## src/rtl/rmsn_pkg.sv

```systemverilog
package rmsn_pkg;

  localparam int unsigned DATA_BITS  = 16;
  localparam int unsigned MAX_ROW    = 8192;
  localparam int unsigned LEN_W      = 14;
  localparam int unsigned CNT_W      = 13;
  localparam int unsigned EPS_W      = 24;
  localparam int unsigned SUM_W      = 44;
  localparam int unsigned SCALE_W    = 28;
  localparam int unsigned NUM_W      = 57;
  localparam int unsigned DEN_W      = 45;
  localparam int unsigned PROD1_W    = 45;
  localparam int unsigned PROD2_W    = 2 * DATA_BITS;
  localparam int unsigned DIV_STEPS  = NUM_W;
  localparam int unsigned SQRT_STEPS = 29;
  localparam int unsigned STEP_W     = 6;

  typedef enum logic [3:0] {
    ST_IDLE,
    ST_MUL,
    ST_RND,
    ST_EMIT,
    ST_DIV_MEAN,
    ST_RECIP,
    ST_DIV_RECIP,
    ST_SQRT_LOAD,
    ST_SQRT,
    ST_SCALE
  } state_e;

  typedef enum logic [1:0] {
    CFG_ROW_LENGTH = 2'd0,
    CFG_EPSILON    = 2'd1
  } cfg_reg_e;

  typedef struct packed {
    logic acc_en;
    logic norm_en;
    logic mul_en;
    logic rnd_en;
    logic out_load;
    logic div_step;
    logic recip_start;
    logic sqrt_start;
    logic sqrt_step;
    logic scale_load;
    logic scale_max;
  } cmd_t;

  typedef struct packed {
    logic acc_last;
    logic m_zero;
    logic out_free;
  } status_t;

  function automatic logic signed [DATA_BITS-1:0] sat_data(input logic signed [PROD1_W-1:0] v);
    logic signed [PROD1_W-1:0] hi;
    logic signed [PROD1_W-1:0] lo;
    hi = PROD1_W'((1 << (DATA_BITS - 1)) - 1);
    lo = -hi - PROD1_W'(1);
    if (v > hi) return hi[DATA_BITS-1:0];
    else if (v < lo) return lo[DATA_BITS-1:0];
    else return v[DATA_BITS-1:0];
  endfunction

endpackage

```

## src/rtl/rms_normalize_row_unit.sv

```systemverilog
// Row-wise RMS normalization in two passes. Send a row's elements with tuser 0
// to accumulate their squares; they are taken back to back. After the row's
// last one the block computes the Q12.16 scale rsqrt(mean square + epsilon)
// with one shared restoring divider (mean, then reciprocal) and a bit-pair
// square root, stalling input until the scale is loaded; if the mean square
// plus epsilon is zero the scale saturates and only the mean is computed.
// Then send the same elements with tuser 1 and their Q2.14 weights; each passes
// a capture register, two multiply stages and the output register; the next
// is taken once the result is loaded there, even while it waits. tlast marks
// the row's last result. Write configuration only while the block is idle.
module rms_normalize_row_unit import rmsn_pkg::*; (
  input  logic                     clk_i,
  input  logic                     rst_ni,
  input  logic                     s_axis_tvalid,
  output logic                     s_axis_tready,
  input  logic [2*DATA_BITS-1:0]   s_axis_tdata,  // sample, gain
  input  logic                     s_axis_tuser,  // kind
  output logic                     m_axis_tvalid,
  input  logic                     m_axis_tready,
  output logic [DATA_BITS-1:0]     m_axis_tdata,  // normalized
  output logic                     m_axis_tlast,
  input  logic                     cfg_valid_i,
  output logic                     cfg_ready_o,
  input  logic [1:0]               cfg_index_i,
  input  logic [EPS_W-1:0]         cfg_data_i
);

  logic [LEN_W-1:0] row_length_q;
  logic [EPS_W-1:0] epsilon_q;
  logic [LEN_W-1:0] len;
  cmd_t             cmd;
  status_t          status;

  assign cfg_ready_o = 1'b1;

  always_ff @(posedge clk_i or negedge rst_ni) begin
    if (!rst_ni) begin
      row_length_q <= LEN_W'(4096);
      epsilon_q    <= EPS_W'(17);
    end else if (cfg_valid_i) begin
      unique case (cfg_index_i)
        CFG_ROW_LENGTH: row_length_q <= cfg_data_i[LEN_W-1:0];
        CFG_EPSILON:    epsilon_q    <= cfg_data_i;
        default: ;
      endcase
    end
  end

  always_comb begin
    if (row_length_q == '0) len = LEN_W'(1);
    else if (row_length_q > LEN_W'(MAX_ROW)) len = LEN_W'(MAX_ROW);
    else len = row_length_q;
  end

  rmsn_ctrl u_ctrl (
    .clk_i      (clk_i),
    .rst_ni     (rst_ni),
    .in_valid_i (s_axis_tvalid),
    .in_kind_i  (s_axis_tuser),
    .in_ready_o (s_axis_tready),
    .status_i   (status),
    .cmd_o      (cmd)
  );

  rmsn_dp u_dp (
    .clk_i       (clk_i),
    .rst_ni      (rst_ni),
    .cmd_i       (cmd),
    .status_o    (status),
    .sample_i    (s_axis_tdata[DATA_BITS-1:0]),
    .gain_i      (s_axis_tdata[2*DATA_BITS-1:DATA_BITS]),
    .len_i       (len),
    .eps_i       (epsilon_q),
    .out_ready_i (m_axis_tready),
    .out_valid_o (m_axis_tvalid),
    .out_data_o  (m_axis_tdata),
    .out_last_o  (m_axis_tlast)
  );

endmodule

```

## src/rtl/rmsn_ctrl.sv

```systemverilog
module rmsn_ctrl import rmsn_pkg::*; (
  input  logic    clk_i,
  input  logic    rst_ni,
  input  logic    in_valid_i,
  input  logic    in_kind_i,
  output logic    in_ready_o,
  input  status_t status_i,
  output cmd_t    cmd_o
);

  state_e state_q, state_d;
  logic [STEP_W-1:0] step_q, step_d;

  always_ff @(posedge clk_i or negedge rst_ni) begin
    if (!rst_ni) begin
      state_q <= ST_IDLE;
      step_q  <= '0;
    end else begin
      state_q <= state_d;
      step_q  <= step_d;
    end
  end

  always_comb begin
    state_d    = state_q;
    step_d     = step_q;
    cmd_o      = '0;
    in_ready_o = 1'b0;
    unique case (state_q)
      ST_IDLE: begin
        in_ready_o = 1'b1;
        if (in_valid_i) begin
          if (!in_kind_i) begin
            cmd_o.acc_en = 1'b1;
            if (status_i.acc_last) begin
              state_d = ST_DIV_MEAN;
              step_d  = '0;
            end
          end else begin
            cmd_o.norm_en = 1'b1;
            state_d       = ST_MUL;
          end
        end
      end
      ST_MUL: begin
        cmd_o.mul_en = 1'b1;
        state_d      = ST_RND;
      end
      ST_RND: begin
        cmd_o.rnd_en = 1'b1;
        state_d      = ST_EMIT;
      end
      ST_EMIT: begin
        if (status_i.out_free) begin
          cmd_o.out_load = 1'b1;
          state_d        = ST_IDLE;
        end
      end
      ST_DIV_MEAN: begin
        cmd_o.div_step = 1'b1;
        if (step_q == STEP_W'(DIV_STEPS - 1)) begin
          state_d = ST_RECIP;
          step_d  = '0;
        end else begin
          step_d = step_q + STEP_W'(1);
        end
      end
      ST_RECIP: begin
        if (status_i.m_zero) begin
          cmd_o.scale_max = 1'b1;
          state_d         = ST_IDLE;
        end else begin
          cmd_o.recip_start = 1'b1;
          state_d           = ST_DIV_RECIP;
        end
      end
      ST_DIV_RECIP: begin
        cmd_o.div_step = 1'b1;
        if (step_q == STEP_W'(DIV_STEPS - 1)) begin
          state_d = ST_SQRT_LOAD;
          step_d  = '0;
        end else begin
          step_d = step_q + STEP_W'(1);
        end
      end
      ST_SQRT_LOAD: begin
        cmd_o.sqrt_start = 1'b1;
        state_d          = ST_SQRT;
      end
      ST_SQRT: begin
        cmd_o.sqrt_step = 1'b1;
        if (step_q == STEP_W'(SQRT_STEPS - 1)) begin
          state_d = ST_SCALE;
          step_d  = '0;
        end else begin
          step_d = step_q + STEP_W'(1);
        end
      end
      ST_SCALE: begin
        cmd_o.scale_load = 1'b1;
        state_d          = ST_IDLE;
      end
      default: state_d = ST_IDLE;
    endcase
  end

  a_last_acc_starts_div: assert property (@(posedge clk_i) disable iff (!rst_ni)
    (in_ready_o && in_valid_i && !in_kind_i && status_i.acc_last) |=> state_q == ST_DIV_MEAN)
    else $error("row end did not start scale computation");

  a_out_load_free: assert property (@(posedge clk_i) disable iff (!rst_ni)
    cmd_o.out_load |-> status_i.out_free)
    else $error("output register overwritten");

  a_step_bound: assert property (@(posedge clk_i) disable iff (!rst_ni)
    step_q <= STEP_W'(DIV_STEPS - 1))
    else $error("step counter out of range");

  a_busy_blocks_input: assert property (@(posedge clk_i) disable iff (!rst_ni)
    (state_q == ST_DIV_MEAN || state_q == ST_SQRT) |-> !in_ready_o)
    else $error("item accepted during scale computation");

endmodule

```

## src/rtl/rmsn_dp.sv

```systemverilog
module rmsn_dp import rmsn_pkg::*; (
  input  logic                 clk_i,
  input  logic                 rst_ni,
  input  cmd_t                 cmd_i,
  output status_t              status_o,
  input  logic [DATA_BITS-1:0] sample_i,
  input  logic [DATA_BITS-1:0] gain_i,
  input  logic [LEN_W-1:0]     len_i,
  input  logic [EPS_W-1:0]     eps_i,
  input  logic                 out_ready_i,
  output logic                 out_valid_o,
  output logic [DATA_BITS-1:0] out_data_o,
  output logic                 out_last_o
);

  logic [SUM_W-1:0]   sum_q;
  logic [CNT_W-1:0]   acc_cnt_q;
  logic [CNT_W-1:0]   emit_cnt_q;
  logic [SCALE_W-1:0] scale_q;

  logic signed [DATA_BITS-1:0] x_q, g_q;
  logic                        end_q;
  logic signed [PROD1_W-1:0]   p1_q;
  logic signed [PROD2_W-1:0]   p2_q;

  logic [NUM_W-1:0] num_q;
  logic [DEN_W-1:0] rem_q, den_q;
  logic [NUM_W-1:0] sx_q, sr_q, sbit_q;

  logic                 out_valid_q;
  logic [DATA_BITS-1:0] out_data_q;
  logic                 out_last_q;

  logic signed [PROD2_W-1:0] sq;
  logic [SUM_W-1:0]          sum_next;
  logic                      acc_last, emit_last;
  logic [DEN_W-1:0]          mean_eps;
  logic [DEN_W:0]            rem_sh;
  logic                      div_ge;
  logic [NUM_W:0]            sqrt_trial;
  logic                      sqrt_ge;
  logic signed [PROD1_W-1:0] w1, w2;
  logic signed [DATA_BITS-1:0] t_sat, y_sat;

  assign sq        = $signed(sample_i) * $signed(sample_i);
  assign sum_next  = sum_q + SUM_W'(unsigned'(sq));
  assign acc_last  = ({1'b0, acc_cnt_q} + LEN_W'(1)) >= len_i;
  assign emit_last = ({1'b0, emit_cnt_q} + LEN_W'(1)) >= len_i;

  // mean square in units of 2^-24, quotient of the first division
  assign mean_eps = DEN_W'(num_q[SUM_W-1:0]) + DEN_W'(eps_i);

  assign rem_sh = {rem_q, num_q[NUM_W-1]};
  assign div_ge = rem_sh >= {1'b0, den_q};

  assign sqrt_trial = {1'b0, sr_q} + {1'b0, sbit_q};
  assign sqrt_ge    = {1'b0, sx_q} >= sqrt_trial;

  // round half up, then saturate
  assign w1    = p1_q + PROD1_W'(1 << 15);
  assign t_sat = sat_data(w1 >>> 16);
  assign w2    = PROD1_W'(p2_q) + PROD1_W'(1 << 13);
  assign y_sat = sat_data(w2 >>> 14);

  always_ff @(posedge clk_i or negedge rst_ni) begin
    if (!rst_ni) begin
      sum_q      <= '0;
      acc_cnt_q  <= '0;
      emit_cnt_q <= '0;
      scale_q    <= '0;
    end else begin
      if (cmd_i.acc_en) begin
        if (acc_last) begin
          sum_q     <= '0;
          acc_cnt_q <= '0;
        end else begin
          sum_q     <= sum_next;
          acc_cnt_q <= acc_cnt_q + CNT_W'(1);
        end
      end
      if (cmd_i.norm_en) begin
        emit_cnt_q <= emit_last ? '0 : emit_cnt_q + CNT_W'(1);
      end
      if (cmd_i.scale_max) begin
        scale_q <= '1;
      end else if (cmd_i.scale_load) begin
        scale_q <= (sr_q > NUM_W'({SCALE_W{1'b1}})) ? '1 : sr_q[SCALE_W-1:0];
      end
    end
  end

  // shared restoring divider, quotient shifts into num_q
  always_ff @(posedge clk_i) begin
    if (cmd_i.acc_en && acc_last) begin
      num_q <= NUM_W'(sum_next);
      den_q <= DEN_W'(len_i);
      rem_q <= '0;
    end else if (cmd_i.recip_start) begin
      num_q <= NUM_W'(1) << (NUM_W - 1);
      den_q <= mean_eps;
      rem_q <= '0;
    end else if (cmd_i.div_step) begin
      rem_q <= div_ge ? DEN_W'(rem_sh - {1'b0, den_q}) : rem_sh[DEN_W-1:0];
      num_q <= {num_q[NUM_W-2:0], div_ge};
    end
  end

  // bit-pair integer square root
  always_ff @(posedge clk_i) begin
    if (cmd_i.sqrt_start) begin
      sx_q   <= num_q;
      sr_q   <= '0;
      sbit_q <= NUM_W'(1) << (NUM_W - 1);
    end else if (cmd_i.sqrt_step) begin
      if (sqrt_ge) begin
        sx_q <= sx_q - sqrt_trial[NUM_W-1:0];
        sr_q <= (sr_q >> 1) + sbit_q;
      end else begin
        sr_q <= sr_q >> 1;
      end
      sbit_q <= sbit_q >> 2;
    end
  end

  always_ff @(posedge clk_i) begin
    if (cmd_i.norm_en) begin
      x_q   <= $signed(sample_i);
      g_q   <= $signed(gain_i);
      end_q <= emit_last;
    end
    if (cmd_i.mul_en) begin
      p1_q <= x_q * $signed({1'b0, scale_q});
    end
    if (cmd_i.rnd_en) begin
      p2_q <= t_sat * g_q;
    end
    if (cmd_i.out_load) begin
      out_data_q <= y_sat;
      out_last_q <= end_q;
    end
  end

  always_ff @(posedge clk_i or negedge rst_ni) begin
    if (!rst_ni) begin
      out_valid_q <= 1'b0;
    end else if (cmd_i.out_load) begin
      out_valid_q <= 1'b1;
    end else if (out_ready_i) begin
      out_valid_q <= 1'b0;
    end
  end

  assign status_o.acc_last = acc_last;
  assign status_o.m_zero   = (mean_eps == '0);
  assign status_o.out_free = !out_valid_q || out_ready_i;

  assign out_valid_o = out_valid_q;
  assign out_data_o  = out_data_q;
  assign out_last_o  = out_last_q;

endmodule

```

## config.mk

```make
export PLATFORM = sky130hd
export DESIGN_NAME = rms_normalize_row_unit
export DESIGN_NICKNAME = d
export VERILOG_FILES = /design/src/rtl/rmsn_pkg.sv /design/src/rtl/rms_normalize_row_unit.sv /design/src/rtl/rmsn_ctrl.sv /design/src/rtl/rmsn_dp.sv
export SDC_FILE = /design/constraint.sdc
export NUM_CORES = 2
export LEC_CHECK = 0
export BUFFER_PORTS_ARGS = -buffer_cell sky130_fd_sc_hd__buf_4
export CORE_UTILIZATION = 48
export CTS_BUF_LIST = sky130_fd_sc_hd__clkbuf_8
export DETAILED_ROUTE_END_ITERATION = 10
export GPL_ROUTABILITY_DRIVEN = 0
export PLACE_DENSITY = 0.68
export SLEW_MARGIN = 20
export SYNTH_ARGS = -nofsm -noshare
export SYNTH_HDL_FRONTEND = slang
export SYNTH_SLANG_ARGS = --single-unit
```

## constraint.sdc

```tcl
create_clock -name clk_i -period 8.85 [get_ports clk_i]
set_clock_uncertainty 0.1 [all_clocks]
set_input_delay 2.2125 -clock clk_i [delete_from_list [all_inputs] [get_ports clk_i]]
set_output_delay 2.2125 -clock clk_i [all_outputs]
set_load 0.03 [all_outputs]
```

==> insert_results.sql <==
INSERT INTO impl_metrics (metric_group, metric, value, unit) VALUES
('status', 'outcome', 'finished with violations', ''),
('status', 'violated_checks', 'setup timing', ''),
('synthesis', 'post-synth-top-area-fraction', '0.253', ''),
('sta', 'rsz0062_at_grt', 'true', ''),
('worst_setup_path', 'setup.reg_to_reg.worst_slack', '0.44', 'ns'),
('grt', 'antenna_found_initial', '6', ''),
('flow_run', 'cap_violations', '0', ''),
('synthesis', 'flip_flop_and_latch_count_after_synthesis', '536', ''),
('place', 'port_buffers', '82', ''),
('floorplan', 'die-height', '380', 'um'),
('drt', 'post_detailed_route_drc_marker_count', '0', ''),
('synthesis', 'postSynth.topFlopCell', 'edfxtp_1', ''),
('worst_setup_path', 'buffer_and_inverter_count_on_the_worst_path', '4', ''),
('worst_setup_path', 'critPathTopFamily', 'adder cells', ''),
('worst_setup_path', 'critical_path_arrival', '9.94', 'ns'),
('synthesis', 'synth_edf_count', '214', ''),
('clock_tree', 'cts_root_buffer', 'clkbuf_8', ''),
('final_layout', 'stdcell_area', '0.0771', 'sq mm'),
('synthesis', 'ys_types', '88', ''),
('worst_setup_path', 'critPathCaptureType', 'register', ''),
('floorplan', 'io-pin-count', '84', ''),
('sta', 'fin_crit', '9.51', 'ns'),
('drt', 'initialDrtViolationCount', '3485', ''),
('final_layout', 'layout.nets', '9460', ''),
('grt', 'grt.overflow.total', '0', ''),
('final_layout', 'final_layout_size_suffix_gt1_frac', '0.120', ''),
('worst_setup_path', 'path_common_cell', 'fa_1', ''),
('sta', 'timing.final.ws_setup', '-0.655', 'ns'),
('worst_hold_path', 'worstHoldPathCells', '2', ''),
('clock_tree', 'cts_num_sinks', '536', ''),
('worst_setup_path', 'startpoint_type', 'input port', ''),
('clock_tree', 'cts_tree', 'yes', ''),
('sta', 'finalSetupViolations', '35', ''),
('sta', 'max_slew.worst_pin.slew', '1.06', 'ns'),
('synthesis', 'post-synth-top-area-cell', 'fa_1', ''),
('drt', 'drtAntennaViolNets', '0', ''),
('place', 'dpl.hpwl', '142000', 'um'),
('floorplan', 'chipWidth', '380', 'um'),
('clock_tree', 'clkLatencyLatePin', '0.85', 'ns'),
('drt', 'post_drt_wl_per_cell', '18.4', 'um'),
('place', 'placed_cells', '9699', ''),
('worst_hold_path', 'hold_path_class', 'reg -> reg', ''),
('synthesis', 'yosysSeqAreaShare', '0.199', ''),
('place', 'placedInstanceArea', '0.0734', 'sq mm'),
('sta', 'report.final.hold_viol_count', '0', ''),
('drt', 'detailroute.via_count', '55600', ''),
('place', 'dpl_worst_slack', '-1.64', 'ns'),
('grt', 'grt_util_all_layers', '0.255', ''),
('grt', 'grt_max_degree', '86', ''),
('synthesis', 'synthesis.area_per_instance', '8.89', 'sq um'),
('clock_tree', 'cts-root-to-sink-buffers', '3', ''),
('grt', 'grt_pass1_wl', '298000', 'um'),
('clock_tree', 'clk_pin_slew_worst_paths', '0.07', 'ns'),
('synthesis', 'syn-cell-area', '0.0685', 'sq mm'),
('floorplan', 'core_region_area', '0.142', 'sq mm'),
('worst_setup_path', 'crit_type', 'in -> reg', ''),
('worst_setup_path', 'crit_path_max_fanout', '8', ''),
('sta', 'upper_clock_frequency_limit', '105', 'MHz'),
('floorplan', 'design.die.area', '0.144', 'sq mm'),
('grt', 'first_global_vias', '57000', ''),
('worst_setup_path', 'path_depth', '31', ''),
('worst_setup_path', 'worst_path_max_delay_cell', 'fa_1', ''),
('drt', 'first_pass_iters', '6', ''),
('sta', 'finalMaxSlewViolations', '0', ''),
('floorplan', 'starting_density', '0.484', ''),
('worst_setup_path', 'worst_r2r_path_depth', '31', ''),
('clock_tree', 'htreeDepth', '3', ''),
('synthesis', 'syn_nets', '9200', ''),
('drt', 'post_drt_via_cell_ratio', '5.58', ''),
('synthesis', 'post_synth_inst_count', '7714', ''),
('synthesis', 'post_synth_main_area_contributors', 'fa_1 25%, ha_1 10%, edfxtp_1 9.4%, inv_1 6.2%, nand2_1 5.3%', ''),
('sta', 'final_min_period_over_clock_period', '1.07', ''),
('final_layout', 'finish.cell_count_without_fillers', '9955', ''),
('clock_tree', 'cts_buffers', '97', ''),
('final_layout', 'synthToLayoutAreaGrowth', '12.5', '%'),
('floorplan', 'placement_rows', '138', ''),
('sta', 'max-slew-margin-rel', '0.293', ''),
('worst_setup_path', 'timing.critical_path.slowest_cell_delay', '0.54', 'ns'),
('drt', 'wirelength', '184000', 'um'),
('synthesis', 'synth-warning-count', '0', ''),
('synthesis', 'synth_async_sr_flop_share', '0.274', ''),
('worst_setup_path', 'worst-endpoint-required', '9.28', 'ns');
==> flip-flops by register name, summed over array words and instances, names as in the netlist, 28 cells and up <==
name          flops
u_dp.p1_q        30
u_dp.sr_q        57
u_dp.scale_q     28
u_dp.sx_q        57
u_dp.rem_q       45
u_dp.den_q       45
u_dp.sum_q       44
u_dp.num_q       57
u_dp.sbit_q      29
==> cells by family (layout without fill, tap and decap cells) <==
kind of cell    count (synthesis)  after routing  share of synthesized area
compound gates               1472           1472                      0.136
fa+ha+maj                    1422           1422                      0.354
other cells                     1              8                  0.0000547
simple gates                 2295           2295                      0.161
flops                         536            536                      0.199
buf+inv                      1476           1820                     0.0812
xor+xnor                      420            420                     0.0537
mux                            92             92                     0.0143
==> synthesized netlist by cell type (46+ instances only) <==
library cell / count
edfxtp_1: 214
o22ai_1: 46
a211oi_1: 72
dfxtp_1: 175
nor2_1: 307
nand4_1: 65
nand2b_1: 83
dfrtp_1: 144
clkbuf_1: 309
o21ai_0: 373
and3_1: 76
xnor2_1: 253
xor2_1: 167
and2_1: 360
o31ai_1: 51
nand3_1: 124
inv_1: 1133
nor2b_1: 46
mux2_2: 46
nor3_1: 95
a31oi_1: 81
nand2_1: 965
a21oi_1: 353
a21o_1: 136
ha_1: 557
mux2i_1: 46
fa_1: 865
==> timing repair <==
action                     in CTS  in global routing
pin swaps                      84                 47
setup endpoints to repair      42                 56
resized for setup             126                109
hold buffers                    0                  0
buffers inserted               34                 39
cloned                          0                  0
==> per-stage QoR <==
step                      setup TNS [ns]  hold WS (ns)   util
after CTS                         -10.44         0.315  0.539
after global placement            -55.97         0.352  0.518
final                             -11.94         0.328  0.545
after floorplan                   -25.55         0.300      -
after detailed placement          -60.67         0.356  0.518
after global routing              -21.15         0.336  0.545
==> layer usage <==
metal	vias up	share of wire	track usage
met2	1580	0.49	0.437
met3	361	0.058	0.0350
met4	0	0.034	0.0856
met1	27500	0.42	0.329
li1	26100	-	-
met5	-	0	0
==> layout by cell type, fill, tap and decap left out, drive strengths merged, types with 23 or more instances in the layout <==
master / count
a21o: 136
and2: 360
clkinv: 25
inv: 1162
o31ai: 51
o21bai: 42
dfrtp: 144
a21oi: 353
ha: 557
nand4: 65
nand2: 965
a31o: 23
or3: 30
xnor2: 253
o211ai: 37
nor2b: 46
o21ai: 385
nand3: 124
a211oi: 72
mux2i: 46
nor2: 309
mux2: 46
nor4: 36
o21a: 41
clkbuf: 115
and4: 25
and3: 76
nor3: 95
nand2b: 83
edfxtp: 214
xor2: 167
a31oi: 81
or2: 28
dfxtp: 175
fa: 865
a22o: 40
o22ai: 46
buf: 501
==> final timing paths <==
| check | startpoint | to |
|---|---|---|
| min | u_dp.sbit_q[6]$_SDFFE_PP0P_ | u_dp.sbit_q[4]$_SDFFE_PP0P_ |
| max reg2reg | u_dp.p1_q[27]$_DFFE_PP_ | u_dp.p2_q[29]$_DFFE_PP_ |
| min reg2reg | u_dp.sbit_q[6]$_SDFFE_PP0P_ | u_dp.sbit_q[4]$_SDFFE_PP0P_ |
| max | s_axis_tdata[1] | u_dp.num_q[32]$_DFFE_PP_ |
| max in group asynchronous | rst_ni | epsilon_q[21]$_DFFE_PN0P_ |
| min in group asynchronous | rst_ni | u_dp.sum_q[17]$_DFFE_PN0P_ |
==> tightest hold or removal path, stage by stage, from the launching register on <==
cell and delay (ns):
dfxtp_1 0.34, nand2_1 0.07, a21oi_1 0.05
==> final cells by class <==
cell class / instances / area, sq um
repair buffers: 503 / 4130
clock buffers: 113 / 1560
flip-flops and latches: 536 / 13600
clock inverters: 70 / 697
inverters: 1134 / 4260
well taps: 1890 / 2360
diodes: 7 / 17.5
fillers: 12700 / 64500
multi-input cells: 5702 / 50500
Power is not shown: default switching activity piles up to over one toggle a cycle in this logic, so the estimate is an artifact.
